[src/rtl/core/sha1_pkg.sv]
// ----------------------------------------------------------------------------
// sha1_pkg
// Shared constants, types and round helpers for the SHA-1 hash engine.
// ----------------------------------------------------------------------------
package sha1_pkg;

  localparam logic [4:0][31:0] IV_WORDS = {
    32'hc3d2e1f0, 32'h10325476, 32'h98badcfe, 32'hefcdab89, 32'h67452301
  };
  localparam logic [3:0][31:0] K_WORDS = {
    32'hca62c1d6, 32'h8f1bbcdc, 32'h6ed9eba1, 32'h5a827999
  };

  localparam logic [6:0] LAST_ROUND  = 7'd79;
  localparam logic [6:0] ROUND_SEL1  = 7'd20;
  localparam logic [6:0] ROUND_SEL2  = 7'd40;
  localparam logic [6:0] ROUND_SEL3  = 7'd60;
  localparam logic [5:0] LEN_POS     = 6'd56;
  localparam logic [7:0] PAD_BYTE    = 8'h80;
  localparam logic [3:0] LEN_HI_ADDR = 4'd14;
  localparam logic [3:0] LEN_LO_ADDR = 4'd15;
  localparam logic [2:0] WORD_BYTES  = 3'd4;
  localparam logic [2:0] LAST_IDX    = 3'd4;

  typedef enum logic [2:0] {
    S_IDLE, S_DATA, S_MARK, S_PAD, S_LENH, S_LENL, S_COMP, S_OUT
  } ctl_state_t;

  typedef enum logic [1:0] {
    R_IDLE, R_ROUND, R_ADD
  } rnd_state_t;

  typedef struct packed {
    logic        wr_en;
    logic [3:0]  addr;
    logic [3:0]  be;
    logic [31:0] data;
  } sched_ctl_t;

  typedef struct packed {
    logic start;
    logic reinit;
  } rnd_ctl_t;

  typedef struct packed {
    logic busy;
    logic done;
  } rnd_sts_t;

  function automatic logic [31:0] round_f(input logic [1:0] sel, input logic [31:0] b,
                                          input logic [31:0] c, input logic [31:0] d);
    logic [31:0] f;
    unique case (sel)
      2'd0:    f = d ^ (b & (c ^ d));
      2'd2:    f = (b & c) | (d & (b | c));
      default: f = b ^ c ^ d;
    endcase
    return f;
  endfunction

endpackage

[src/rtl/core/sha1_if.sv]
// ----------------------------------------------------------------------------
// sha1 channel interfaces
// Valid/ready channels for message words in and digest words out.
// ----------------------------------------------------------------------------
interface sha1_in_if;
  logic        valid;
  logic        ready;
  logic [31:0] data_word;
  logic [2:0]  byte_count;
  logic        last_in;

  modport source (output valid, output data_word, output byte_count, output last_in,
                  input ready);
  modport sink (input valid, input data_word, input byte_count, input last_in,
                output ready);
endinterface

interface sha1_out_if;
  logic        valid;
  logic        ready;
  logic [31:0] digest_word;
  logic [2:0]  word_index;
  logic        last_out;

  modport source (output valid, output digest_word, output word_index, output last_out,
                  input ready);
  modport sink (input valid, input digest_word, input word_index, input last_out,
                output ready);
endinterface

[src/rtl/core/sha1_hash_engine.sv]
// ----------------------------------------------------------------------------
// sha1_hash_engine
// SHA-1 engine: packs message words into 64-byte blocks, compresses each
// block, pads the message and returns the digest as five words.
// ----------------------------------------------------------------------------
// an aligned four-byte word is written whole, a partial or unaligned word byte by byte
// each full block is compressed: 80 rounds in the shared round unit, then 1 update
// last word: data bytes, then 0x80, then zero bytes or aligned zero words,
// then the two length words, a compression per final block, then 5 digest words, one per handshake
// a new input word is taken only once the last is written and any block it filled is compressed
// reset: idle, chaining words to initial values, fill and length zero
module sha1_hash_engine (
  input logic       clk,
  input logic       rst_n,
  sha1_in_if.sink   in_ch,
  sha1_out_if.source out_ch
);
  import sha1_pkg::*;

  ctl_state_t       state_r, state_nxt;
  ctl_state_t       resume_r, resume_nxt;
  logic [31:0]      data_r, data_nxt;
  logic [2:0]       cnt_r, cnt_nxt;
  logic [2:0]       idx_r, idx_nxt;
  logic             last_r, last_nxt;
  logic [5:0]       fill_r, fill_nxt;
  logic [63:0]      len_r, len_nxt;
  logic [2:0]       oidx_r, oidx_nxt;

  sched_ctl_t       sctl;
  rnd_ctl_t         rctl;
  rnd_sts_t         rsts;
  logic [31:0]      w_word;
  logic [4:0][31:0] chain;

  logic [2:0]       n_in;
  logic             do_wr;
  logic             is_word;
  logic [7:0]       wr_byte;
  logic [31:0]      wr_word;
  logic [6:0]       fill_sum;
  logic [2:0]       idx_step;
  ctl_state_t       follow;

  sha1_sched u_sched (
    .clk   (clk),
    .ctl   (sctl),
    .shift (rsts.busy),
    .w_out (w_word)
  );

  sha1_round u_round (
    .clk   (clk),
    .rst_n (rst_n),
    .ctl   (rctl),
    .w_in  (w_word),
    .sts   (rsts),
    .chain (chain)
  );

  always_comb begin
    n_in = (in_ch.byte_count > WORD_BYTES) ? WORD_BYTES : in_ch.byte_count;
    unique case (idx_r[1:0])
      2'd0:    wr_byte = data_r[31:24];
      2'd1:    wr_byte = data_r[23:16];
      2'd2:    wr_byte = data_r[15:8];
      default: wr_byte = data_r[7:0];
    endcase
    wr_word  = data_r;
    is_word  = 1'b0;
    do_wr    = 1'b0;
    follow   = state_r;
    idx_step = is_word ? WORD_BYTES : 3'd1;

    state_nxt  = state_r;
    resume_nxt = resume_r;
    data_nxt   = data_r;
    cnt_nxt    = cnt_r;
    idx_nxt    = idx_r;
    last_nxt   = last_r;
    fill_nxt   = fill_r;
    len_nxt    = len_r;
    oidx_nxt   = oidx_r;
    sctl       = '0;
    rctl       = '0;

    in_ch.ready  = (state_r == S_IDLE);
    out_ch.valid = (state_r == S_OUT);

    unique case (state_r)
      S_IDLE: begin
        if (in_ch.valid) begin
          data_nxt = in_ch.data_word;
          cnt_nxt  = n_in;
          last_nxt = in_ch.last_in;
          idx_nxt  = '0;
          len_nxt  = len_r + {58'd0, n_in, 3'd0};
          if (n_in != 3'd0) begin
            state_nxt = S_DATA;
          end else if (in_ch.last_in) begin
            state_nxt = S_MARK;
          end
        end
      end
      S_DATA: begin
        do_wr    = 1'b1;
        is_word  = (fill_r[1:0] == 2'd0) && (cnt_r == WORD_BYTES) && (idx_r == 3'd0);
        idx_step = is_word ? WORD_BYTES : 3'd1;
        idx_nxt  = idx_r + idx_step;
        if (idx_nxt != cnt_r) begin
          follow = S_DATA;
        end else if (last_r) begin
          follow = S_MARK;
        end else begin
          follow = S_IDLE;
        end
      end
      S_MARK: begin
        do_wr   = 1'b1;
        wr_byte = PAD_BYTE;
        follow  = S_PAD;
      end
      S_PAD: begin
        if (fill_r == LEN_POS) begin
          state_nxt = S_LENH;
        end else begin
          do_wr   = 1'b1;
          is_word = (fill_r[1:0] == 2'd0);
          wr_byte = '0;
          wr_word = '0;
          follow  = S_PAD;
        end
      end
      S_LENH: begin
        sctl.wr_en = 1'b1;
        sctl.addr  = LEN_HI_ADDR;
        sctl.be    = 4'hf;
        sctl.data  = len_r[63:32];
        state_nxt  = S_LENL;
      end
      S_LENL: begin
        sctl.wr_en = 1'b1;
        sctl.addr  = LEN_LO_ADDR;
        sctl.be    = 4'hf;
        sctl.data  = len_r[31:0];
        rctl.start = 1'b1;
        fill_nxt   = '0;
        resume_nxt = S_OUT;
        oidx_nxt   = '0;
        state_nxt  = S_COMP;
      end
      S_COMP: begin
        if (rsts.done) begin
          state_nxt = resume_r;
        end
      end
      S_OUT: begin
        if (out_ch.ready) begin
          oidx_nxt = oidx_r + 3'd1;
          if (oidx_r == LAST_IDX) begin
            oidx_nxt    = '0;
            rctl.reinit = 1'b1;
            fill_nxt    = '0;
            len_nxt     = '0;
            state_nxt   = S_IDLE;
          end
        end
      end
      default: state_nxt = S_IDLE;
    endcase

    fill_sum = {1'b0, fill_r} + (is_word ? 7'd4 : 7'd1);
    if (do_wr) begin
      sctl.wr_en = 1'b1;
      sctl.addr  = fill_r[5:2];
      sctl.be    = is_word ? 4'hf : (4'b1000 >> fill_r[1:0]);
      sctl.data  = is_word ? wr_word : {4{wr_byte}};
      fill_nxt   = fill_sum[5:0];
      if (fill_sum[6]) begin
        rctl.start = 1'b1;
        resume_nxt = follow;
        state_nxt  = S_COMP;
      end else begin
        state_nxt = follow;
      end
    end

    out_ch.digest_word = chain[oidx_r];
    out_ch.word_index  = oidx_r;
    out_ch.last_out    = (oidx_r == LAST_IDX);
  end

  always_ff @(posedge clk) begin
    if (!rst_n) begin
      state_r  <= S_IDLE;
      resume_r <= S_IDLE;
      fill_r   <= '0;
      len_r    <= '0;
      oidx_r   <= '0;
    end else begin
      state_r  <= state_nxt;
      resume_r <= resume_nxt;
      fill_r   <= fill_nxt;
      len_r    <= len_nxt;
      oidx_r   <= oidx_nxt;
    end
  end

  always_ff @(posedge clk) begin
    data_r <= data_nxt;
    cnt_r  <= cnt_nxt;
    idx_r  <= idx_nxt;
    last_r <= last_nxt;
  end

  a_no_out_after_accept: assert property (@(posedge clk) disable iff (!rst_n)
    in_ch.valid && in_ch.ready |=> !out_ch.valid)
    else $error("digest word shown right after an input word");

  a_ready_after_digest: assert property (@(posedge clk) disable iff (!rst_n)
    out_ch.valid && out_ch.ready && out_ch.last_out |=> in_ch.ready)
    else $error("engine not ready after final digest word");

  a_done_in_comp: assert property (@(posedge clk) disable iff (!rst_n)
    rsts.done |-> state_r == S_COMP)
    else $error("compression finished outside wait state");

  a_len_at_pos: assert property (@(posedge clk) disable iff (!rst_n)
    state_r == S_LENH |-> fill_r == LEN_POS)
    else $error("length written at wrong fill position");

endmodule

[src/rtl/core/sha1_sched.sv]
// ----------------------------------------------------------------------------
// sha1_sched
// Block buffer with byte-lane writes that doubles as the message schedule
// shift line during compression.
// ----------------------------------------------------------------------------
module sha1_sched (
  input  logic                 clk,
  input  sha1_pkg::sched_ctl_t ctl,
  input  logic                 shift,
  output logic [31:0]          w_out
);
  import sha1_pkg::*;

  logic [31:0] blk_r [16];
  logic [31:0] mix;
  logic [31:0] w_nxt;

  always_comb begin
    mix   = blk_r[13] ^ blk_r[8] ^ blk_r[2] ^ blk_r[0];
    w_nxt = {mix[30:0], mix[31]};
    w_out = blk_r[0];
  end

  always_ff @(posedge clk) begin
    if (shift) begin
      for (int i = 0; i < 15; i++) begin
        blk_r[i] <= blk_r[i+1];
      end
      blk_r[15] <= w_nxt;
    end else if (ctl.wr_en) begin
      for (int l = 0; l < 4; l++) begin
        if (ctl.be[l]) begin
          blk_r[ctl.addr][8*l +: 8] <= ctl.data[8*l +: 8];
        end
      end
    end
  end

endmodule

[src/rtl/core/sha1_round.sv]
// ----------------------------------------------------------------------------
// sha1_round
// Shared round unit: one SHA-1 round per cycle for 80 rounds, then the
// chaining word update.
// ----------------------------------------------------------------------------
module sha1_round (
  input  logic                clk,
  input  logic                rst_n,
  input  sha1_pkg::rnd_ctl_t  ctl,
  input  logic [31:0]         w_in,
  output sha1_pkg::rnd_sts_t  sts,
  output logic [4:0][31:0]    chain
);
  import sha1_pkg::*;

  rnd_state_t       state_r, state_nxt;
  logic [6:0]       cnt_r, cnt_nxt;
  logic [4:0][31:0] regs_r;
  logic [4:0][31:0] chain_r;
  logic [1:0]       sel;
  logic [31:0]      temp;

  always_comb begin
    priority if (cnt_r < ROUND_SEL1) begin
      sel = 2'd0;
    end else if (cnt_r < ROUND_SEL2) begin
      sel = 2'd1;
    end else if (cnt_r < ROUND_SEL3) begin
      sel = 2'd2;
    end else begin
      sel = 2'd3;
    end
    temp = {regs_r[0][26:0], regs_r[0][31:27]}
         + round_f(sel, regs_r[1], regs_r[2], regs_r[3])
         + regs_r[4] + K_WORDS[sel] + w_in;
  end

  always_comb begin
    state_nxt = state_r;
    cnt_nxt   = cnt_r;
    unique case (state_r)
      R_IDLE: begin
        if (ctl.start) begin
          state_nxt = R_ROUND;
          cnt_nxt   = '0;
        end
      end
      R_ROUND: begin
        cnt_nxt = cnt_r + 7'd1;
        if (cnt_r == LAST_ROUND) begin
          state_nxt = R_ADD;
          cnt_nxt   = '0;
        end
      end
      R_ADD: state_nxt = R_IDLE;
      default: state_nxt = R_IDLE;
    endcase
    sts.busy = (state_r == R_ROUND);
    sts.done = (state_r == R_ADD);
    chain    = chain_r;
  end

  always_ff @(posedge clk) begin
    if (!rst_n) begin
      state_r <= R_IDLE;
      cnt_r   <= '0;
    end else begin
      state_r <= state_nxt;
      cnt_r   <= cnt_nxt;
    end
  end

  always_ff @(posedge clk) begin
    if (!rst_n) begin
      chain_r <= IV_WORDS;
    end else if (ctl.reinit) begin
      chain_r <= IV_WORDS;
    end else if (state_r == R_ADD) begin
      for (int i = 0; i < 5; i++) begin
        chain_r[i] <= chain_r[i] + regs_r[i];
      end
    end
  end

  always_ff @(posedge clk) begin
    if (state_r == R_IDLE && ctl.start) begin
      regs_r <= chain_r;
    end else if (state_r == R_ROUND) begin
      regs_r[4] <= regs_r[3];
      regs_r[3] <= regs_r[2];
      regs_r[2] <= {regs_r[1][1:0], regs_r[1][31:2]};
      regs_r[1] <= regs_r[0];
      regs_r[0] <= temp;
    end
  end

endmodule
[src/flat_wrapper.sv]
// flat-port wrapper written by rule: the top's interface ports become plain ports
module sha1_hash_engine_flat import sha1_pkg::*;
  (clk, rst_n, in_ch_valid, in_ch_data_word, in_ch_byte_count, in_ch_last_in, in_ch_ready, out_ch_valid, out_ch_digest_word, out_ch_word_index, out_ch_last_out, out_ch_ready);
  sha1_in_if in_ch_i ();
  sha1_out_if out_ch_i ();
  input logic clk;
  input logic rst_n;
  input wire logic [$bits(in_ch_i.valid)-1:0] in_ch_valid;
  input wire logic [$bits(in_ch_i.data_word)-1:0] in_ch_data_word;
  input wire logic [$bits(in_ch_i.byte_count)-1:0] in_ch_byte_count;
  input wire logic [$bits(in_ch_i.last_in)-1:0] in_ch_last_in;
  output wire logic [$bits(in_ch_i.ready)-1:0] in_ch_ready;
  output wire logic [$bits(out_ch_i.valid)-1:0] out_ch_valid;
  output wire logic [$bits(out_ch_i.digest_word)-1:0] out_ch_digest_word;
  output wire logic [$bits(out_ch_i.word_index)-1:0] out_ch_word_index;
  output wire logic [$bits(out_ch_i.last_out)-1:0] out_ch_last_out;
  input wire logic [$bits(out_ch_i.ready)-1:0] out_ch_ready;
  assign in_ch_i.valid = in_ch_valid;
  assign in_ch_i.data_word = in_ch_data_word;
  assign in_ch_i.byte_count = in_ch_byte_count;
  assign in_ch_i.last_in = in_ch_last_in;
  assign in_ch_ready = in_ch_i.ready;
  assign out_ch_valid = out_ch_i.valid;
  assign out_ch_digest_word = out_ch_i.digest_word;
  assign out_ch_word_index = out_ch_i.word_index;
  assign out_ch_last_out = out_ch_i.last_out;
  assign out_ch_i.ready = out_ch_ready;
  sha1_hash_engine u_core (.clk(clk), .rst_n(rst_n), .in_ch(in_ch_i), .out_ch(out_ch_i));
endmodule
[config.mk]
export PLATFORM = sky130hd
export DESIGN_NAME = sha1_hash_engine_flat
export DESIGN_NICKNAME = d
export VERILOG_FILES = /design/src/rtl/core/sha1_pkg.sv /design/src/rtl/core/sha1_if.sv /design/src/rtl/core/sha1_hash_engine.sv /design/src/rtl/core/sha1_sched.sv /design/src/rtl/core/sha1_round.sv /design/src/flat_wrapper.sv
export SDC_FILE = /design/constraint.sdc
export NUM_CORES = 2
export LEC_CHECK = 0
export BUFFER_PORTS_ARGS = -buffer_cell sky130_fd_sc_hd__buf_2
export CORE_UTILIZATION = 27
export CTS_BUF_LIST = sky130_fd_sc_hd__clkbuf_8
export DETAILED_ROUTE_END_ITERATION = 10
export GPL_ROUTABILITY_DRIVEN = 0
export GPL_TIMING_DRIVEN = 0
export PLACE_DENSITY = 0.49
export SYNTH_ARGS = -nofsm -noshare
export SYNTH_HDL_FRONTEND = slang
export SYNTH_SLANG_ARGS = --single-unit
[constraint.sdc]
create_clock -name clk -period 20.9 [get_ports clk]
set_input_delay 4.18 -clock clk [delete_from_list [all_inputs] [get_ports clk]]
set_output_delay 4.18 -clock clk [all_outputs]
set_load 0.01 [all_outputs]
==> metrics.log <==
[metrics] outcome: finished, violations left
[metrics] violations in the final reports: capacitance limit, slew limit
[metrics] launching instance or port of the critical path: u_core.u_round.cnt_r[2]$_SDFFE_PN0P_
[metrics] final non-filler cell area: 62900 um^2
[metrics] clock slew at reported path FFs: 0.06 ns
[metrics] fraction of synthesis flops using an asynchronous set or reset pin: 0%
[metrics] period utilisation layout: 44.6%
[metrics] final routed DRC violation total: 0
[metrics] clock tree from TritonCTS: built
[metrics] kind of end point of the critical path: flop
[metrics] worst setup path endpoint: u_core.u_round.regs_r[31]$_DFFE_PP_
[metrics] sinks on the clock net: 956
[metrics] maximum buffer depth of the clock tree: 3
[metrics] Syn Inst Count: 5868
[metrics] minimum setup slack among reg-to-reg paths: 11.58 ns
[metrics] setup-violating endpoint count in the final report: 0
[metrics] Worst EP required: 21.56 ns
[metrics] RSZ-0062 raised after global routing: false
[metrics] max-cap check violation count: 1
[metrics] overall overflow remaining after global route: 0
[metrics] hold path depth: 2
[metrics] Die H: 456 um
[metrics] startpoint kind of the worst setup timing path: flop
[metrics] H-tree depth: 4
[metrics] Power Dens Cells: 149 nW/um^2
[metrics] residual antenna-violating net count after detailed routing: 0
[metrics] number of design-rule violations left by the first detailed-router iteration: 5163
[metrics] detailed route wirelength on metal2: 94.2 mm
[metrics] Seq cells post-synth: 956
[metrics] buffers inserted by post-CTS timing repair: 0
[metrics] later-pin clock latency in the skew report: 0.98 ns
[metrics] starting utilization of the core area: 27.2%
[metrics] number of buffers added on ports: 77
[metrics] post-cts gate resize count: 0
[metrics] Clock Skews: 0.0615 ns
[metrics] total via count in the routed design: 46000
[metrics] number of warnings printed during yosys synthesis: 0
[metrics] io pins: 78
[metrics] DRT Pass-1 Iters: 7
[metrics] slew at the pin with the worst max-slew slack: 1.50 ns
[metrics] worst setup path category: reg -> reg
[metrics] number of hold-repair buffers added at the cts stage: 0
[metrics] die outline width: 456 um
[metrics] total number of nets in the final design: 6529
[metrics] root buffer cell: sky130_fd_sc_hd__clkbuf_8
[metrics] Hold Violations, Final: 0
[metrics] pin count of the biggest net entering global routing: 38
[metrics] vias per cell: 5.12
[metrics] Die Outline Area: 208000 um^2
[metrics] post-synthesis instance area: 55700 um^2
[metrics] R2R Path Start: u_core.u_round.cnt_r[2]$_SDFFE_PN0P_
[metrics] placed cell areas: 59600 um^2
[metrics] Reg2Reg Capture Point: u_core.u_round.regs_r[31]$_DFFE_PP_
[metrics] Post-synth EDFFs: 711
[metrics] total negative setup slack: 0 ns
[metrics] proportion of layout cells with a drive suffix above 1: 7.84%
[metrics] uppermost routed layer: met4
[metrics] maximum net fanout on the critical path: 10
[metrics] first-pass GRT wire length: 300 mm
[metrics] standard cell core area: 205000 um^2
[metrics] Inserted Clock Buffers: 172
[metrics] clock period minus worst slack: 9.32 ns
[metrics] Fin Hold WS: 0.502 ns
[metrics] FMAX: 0.107 GHz
[metrics] commonest register cell after synthesis: sky130_fd_sc_hd__edfxtp_1
[metrics] post-synthesis net count: 6270
[metrics] count of pins over their slew limit: 7
[metrics] global-route usage over all layers: 19.6%
[metrics] worst reg-to-reg path cell count: 27
[metrics] Avg Inst Size Synth: 9.49 um^2
[metrics] final routed wire length divided by cell count: 23.3 um
[metrics] Rel. slew slack: -0.183%
[metrics] Routed WL: 209 mm
[metrics] maximum vdd ir drop: 109 uV
[metrics] number of antenna violations at the first check in global routing: 8
[metrics] vias in the first global route: 43600
[metrics] arrival time worst endpoint: 9.99 ns
[metrics] total routed wire length on the met1 layer: 92.0 mm
[metrics] LEAKAGE: 23.9 nW
[metrics] synth unique cells: 78
[metrics] half-perimeter wire length after detailed placement: 160 mm
[metrics] part of the Yosys area used for sequential elements: 47.1%
[metrics] number of core rows: 166
[metrics] kind of path behind the tightest hold check: reg -> reg
[metrics] layout-stage area growth over the synthesis result: 12.9%
[metrics] met3 layer wire length in the routed design: 15.5 mm
[metrics] power consumption: 9.39 mW
==> flip-flops by register name, indices dropped and copies added (netlist names), 2 cells and up <==
name	flops
u_core.u_round.state_r	2
u_core.u_round.chain	160
u_core.resume_r	3
u_core.u_round.cnt_r	7
u_core.u_round.regs_r	160
u_core.state_r	3
u_core.data_r	32
u_core.cnt_r	3
u_core.u_sched.blk_r	512
u_core.fill_r	6
u_core.idx_r	3
u_core.out_ch.word_index	3
u_core.len_r	61
==> metal layers <==
layer / vias up / track usage (%)
met5: - / 0
met4: 0 / 7.71
met3: 339 / 3.28
met2: 1815 / 30.7
met1: 22500 / 26.7
li1: 21300 / -
==> critical path: stages, from the launching register on <==
cell and delay [ns]:
sky130_fd_sc_hd__dfxtp_1 0.43, sky130_fd_sc_hd__o21ai_0 0.12, sky130_fd_sc_hd__and2_1 0.17, sky130_fd_sc_hd__clkbuf_1 0.40, sky130_fd_sc_hd__inv_1 0.22, sky130_fd_sc_hd__clkbuf_1 0.94, sky130_fd_sc_hd__clkbuf_1 0.69, sky130_fd_sc_hd__clkbuf_1 0.93
sky130_fd_sc_hd__nor3_1 0.10, sky130_fd_sc_hd__a211oi_1 0.21, sky130_fd_sc_hd__o21ai_0 0.24, sky130_fd_sc_hd__fa_1 0.69, sky130_fd_sc_hd__fa_1 0.46, sky130_fd_sc_hd__fa_1 0.51, sky130_fd_sc_hd__inv_1 0.04, sky130_fd_sc_hd__ha_1 0.22
sky130_fd_sc_hd__inv_1 0.08, sky130_fd_sc_hd__fa_1 0.20, sky130_fd_sc_hd__nor2b_1 0.07, sky130_fd_sc_hd__o31a_1 0.29, sky130_fd_sc_hd__o22ai_1 0.41, sky130_fd_sc_hd__o211ai_1 0.23, sky130_fd_sc_hd__a41o_1 0.31, sky130_fd_sc_hd__a21bo_2 0.25
sky130_fd_sc_hd__o21ai_0 0.31, sky130_fd_sc_hd__o21ai_0 0.19, sky130_fd_sc_hd__xnor2_1 0.20, sky130_fd_sc_hd__a21oi_1 0.09
==> cell usage after synthesis, drive strengths merged, types with 8 or more instances <==
master	instances	area [um^2]
edfxtp	711	21400
nand2	705	2650
a21oi	686	3430
nor2	603	2290
o21ai	523	2620
inv	431	1620
ha	268	3350
dfxtp	245	4900
clkbuf	218	818
xnor2	163	1430
xor2	119	1040
fa	94	1880
a211oi	90	676
a21o	88	661
nor3	85	435
nand3	83	420
buf	72	339
mux2	64	721
nor2b	46	288
and2	43	269
o211ai	43	323
nand2b	42	263
mux2i	38	380
o21a	38	285
or3	38	238
and3	36	225
mux4	32	721
a31oi	29	181
nand4	27	169
o21bai	18	135
o31ai	18	135
and4	11	98.8
o22ai	11	68.8
a2111oi	10	87.6
a21boi	10	75.1
nor4	10	62.6
o22a	10	87.6
or2	9	56.3
a222oi	8	80.1
nor3b	8	76.3
==> through the flow <==
stage                     setup WS [ns]  instances  util (%)
after floorplan                   10.66       5868         -
after global placement             5.03       8633      29.0
after detailed placement          11.76       8640      29.1
after CTS                         11.69       8953      30.7
after global routing              11.28       8972      30.7
final                             11.58       8975      30.7
==> worst min-delay path by stage <==
stage / startpoint / slack [ns] / end
floorplan: u_core.u_round.chain[72]$_SDFFE_PP0P_ / 0.46 / u_core.u_round.chain[72]$_SDFFE_PP0P_
global placement: u_core.len_r[23]$_SDFFE_PN0P_ / 0.48 / u_core.len_r[23]$_SDFFE_PN0P_
detailed placement: u_core.u_round.chain[144]$_SDFFE_PP0P_ / 0.49 / u_core.u_round.chain[144]$_SDFFE_PP0P_
CTS: u_core.u_round.chain[144]$_SDFFE_PP0P_ / 0.50 / u_core.u_round.chain[144]$_SDFFE_PP0P_
global route: u_core.resume_r[0]$_SDFF_PN0_ / 0.52 / u_core.resume_r[0]$_SDFF_PN0_
finish: u_core.len_r[42]$_SDFFE_PN0P_ / 0.50 / u_core.len_r[42]$_SDFFE_PN0P_
==> cells in the final DEF (no fill, tap or decap), types with 27 or more instances in the layout <==
master	instances
sky130_fd_sc_hd__clkbuf_1	215
sky130_fd_sc_hd__nand3_1	82
sky130_fd_sc_hd__and3_1	36
sky130_fd_sc_hd__a21o_1	88
sky130_fd_sc_hd__a211oi_1	90
sky130_fd_sc_hd__a21oi_1	686
sky130_fd_sc_hd__or3_1	38
sky130_fd_sc_hd__buf_2	127
sky130_fd_sc_hd__o21ai_0	514
sky130_fd_sc_hd__and2_1	42
sky130_fd_sc_hd__nand4_1	27
sky130_fd_sc_hd__clkinv_1	30
sky130_fd_sc_hd__nor2b_1	46
sky130_fd_sc_hd__edfxtp_1	711
sky130_fd_sc_hd__clkbuf_8	181
sky130_fd_sc_hd__ha_1	268
sky130_fd_sc_hd__nand2_1	705
sky130_fd_sc_hd__fa_1	94
sky130_fd_sc_hd__xor2_1	119
sky130_fd_sc_hd__xnor2_1	163
sky130_fd_sc_hd__dfxtp_1	245
sky130_fd_sc_hd__o21a_1	38
sky130_fd_sc_hd__nor2_1	590
sky130_fd_sc_hd__mux2_2	64
sky130_fd_sc_hd__o211ai_1	43
sky130_fd_sc_hd__inv_1	495
sky130_fd_sc_hd__a31oi_1	29
sky130_fd_sc_hd__mux4_2	32
sky130_fd_sc_hd__mux2i_1	38
sky130_fd_sc_hd__nor3_1	83
sky130_fd_sc_hd__nand2b_1	42
==> cell families (layout without fill, tap and decap cells) <==
family	count (synthesis)	count (layout)	share of synthesized area, %
flip-flops	956	956	47.1
other	0	21	0
multiplexers	134	134	3.27
XOR/XNOR	282	282	4.43
buffers and inverters	721	1119	4.98
adder cells (fa/ha/maj)	362	362	9.40
AO/OA/AOI/OAI	1651	1651	17.0
AND/OR/NAND/NOR	1762	1762	13.8
==> final cells by class <==
class                   count  area [um^2]
clock inverters           132          743
inverters                 431         1620
fillers                 21500       142000
diodes                     21         52.6
multi-input cells        4191        26700
plain buffers             290         1160
clock buffers             181         2490
flip-flops and latches    956        26300
well taps                2688         3360
repair buffers             85          518
==> power by group <==
part,leakage (nW),internal [mW],switching [mW]
sequential,8.45,2.60,0.214
combinational,13.5,1.73,3.11
clock,1.90,0.850,0.889
total,23.9,5.18,4.21
Note: power is estimated with default switching activity, not from simulation.
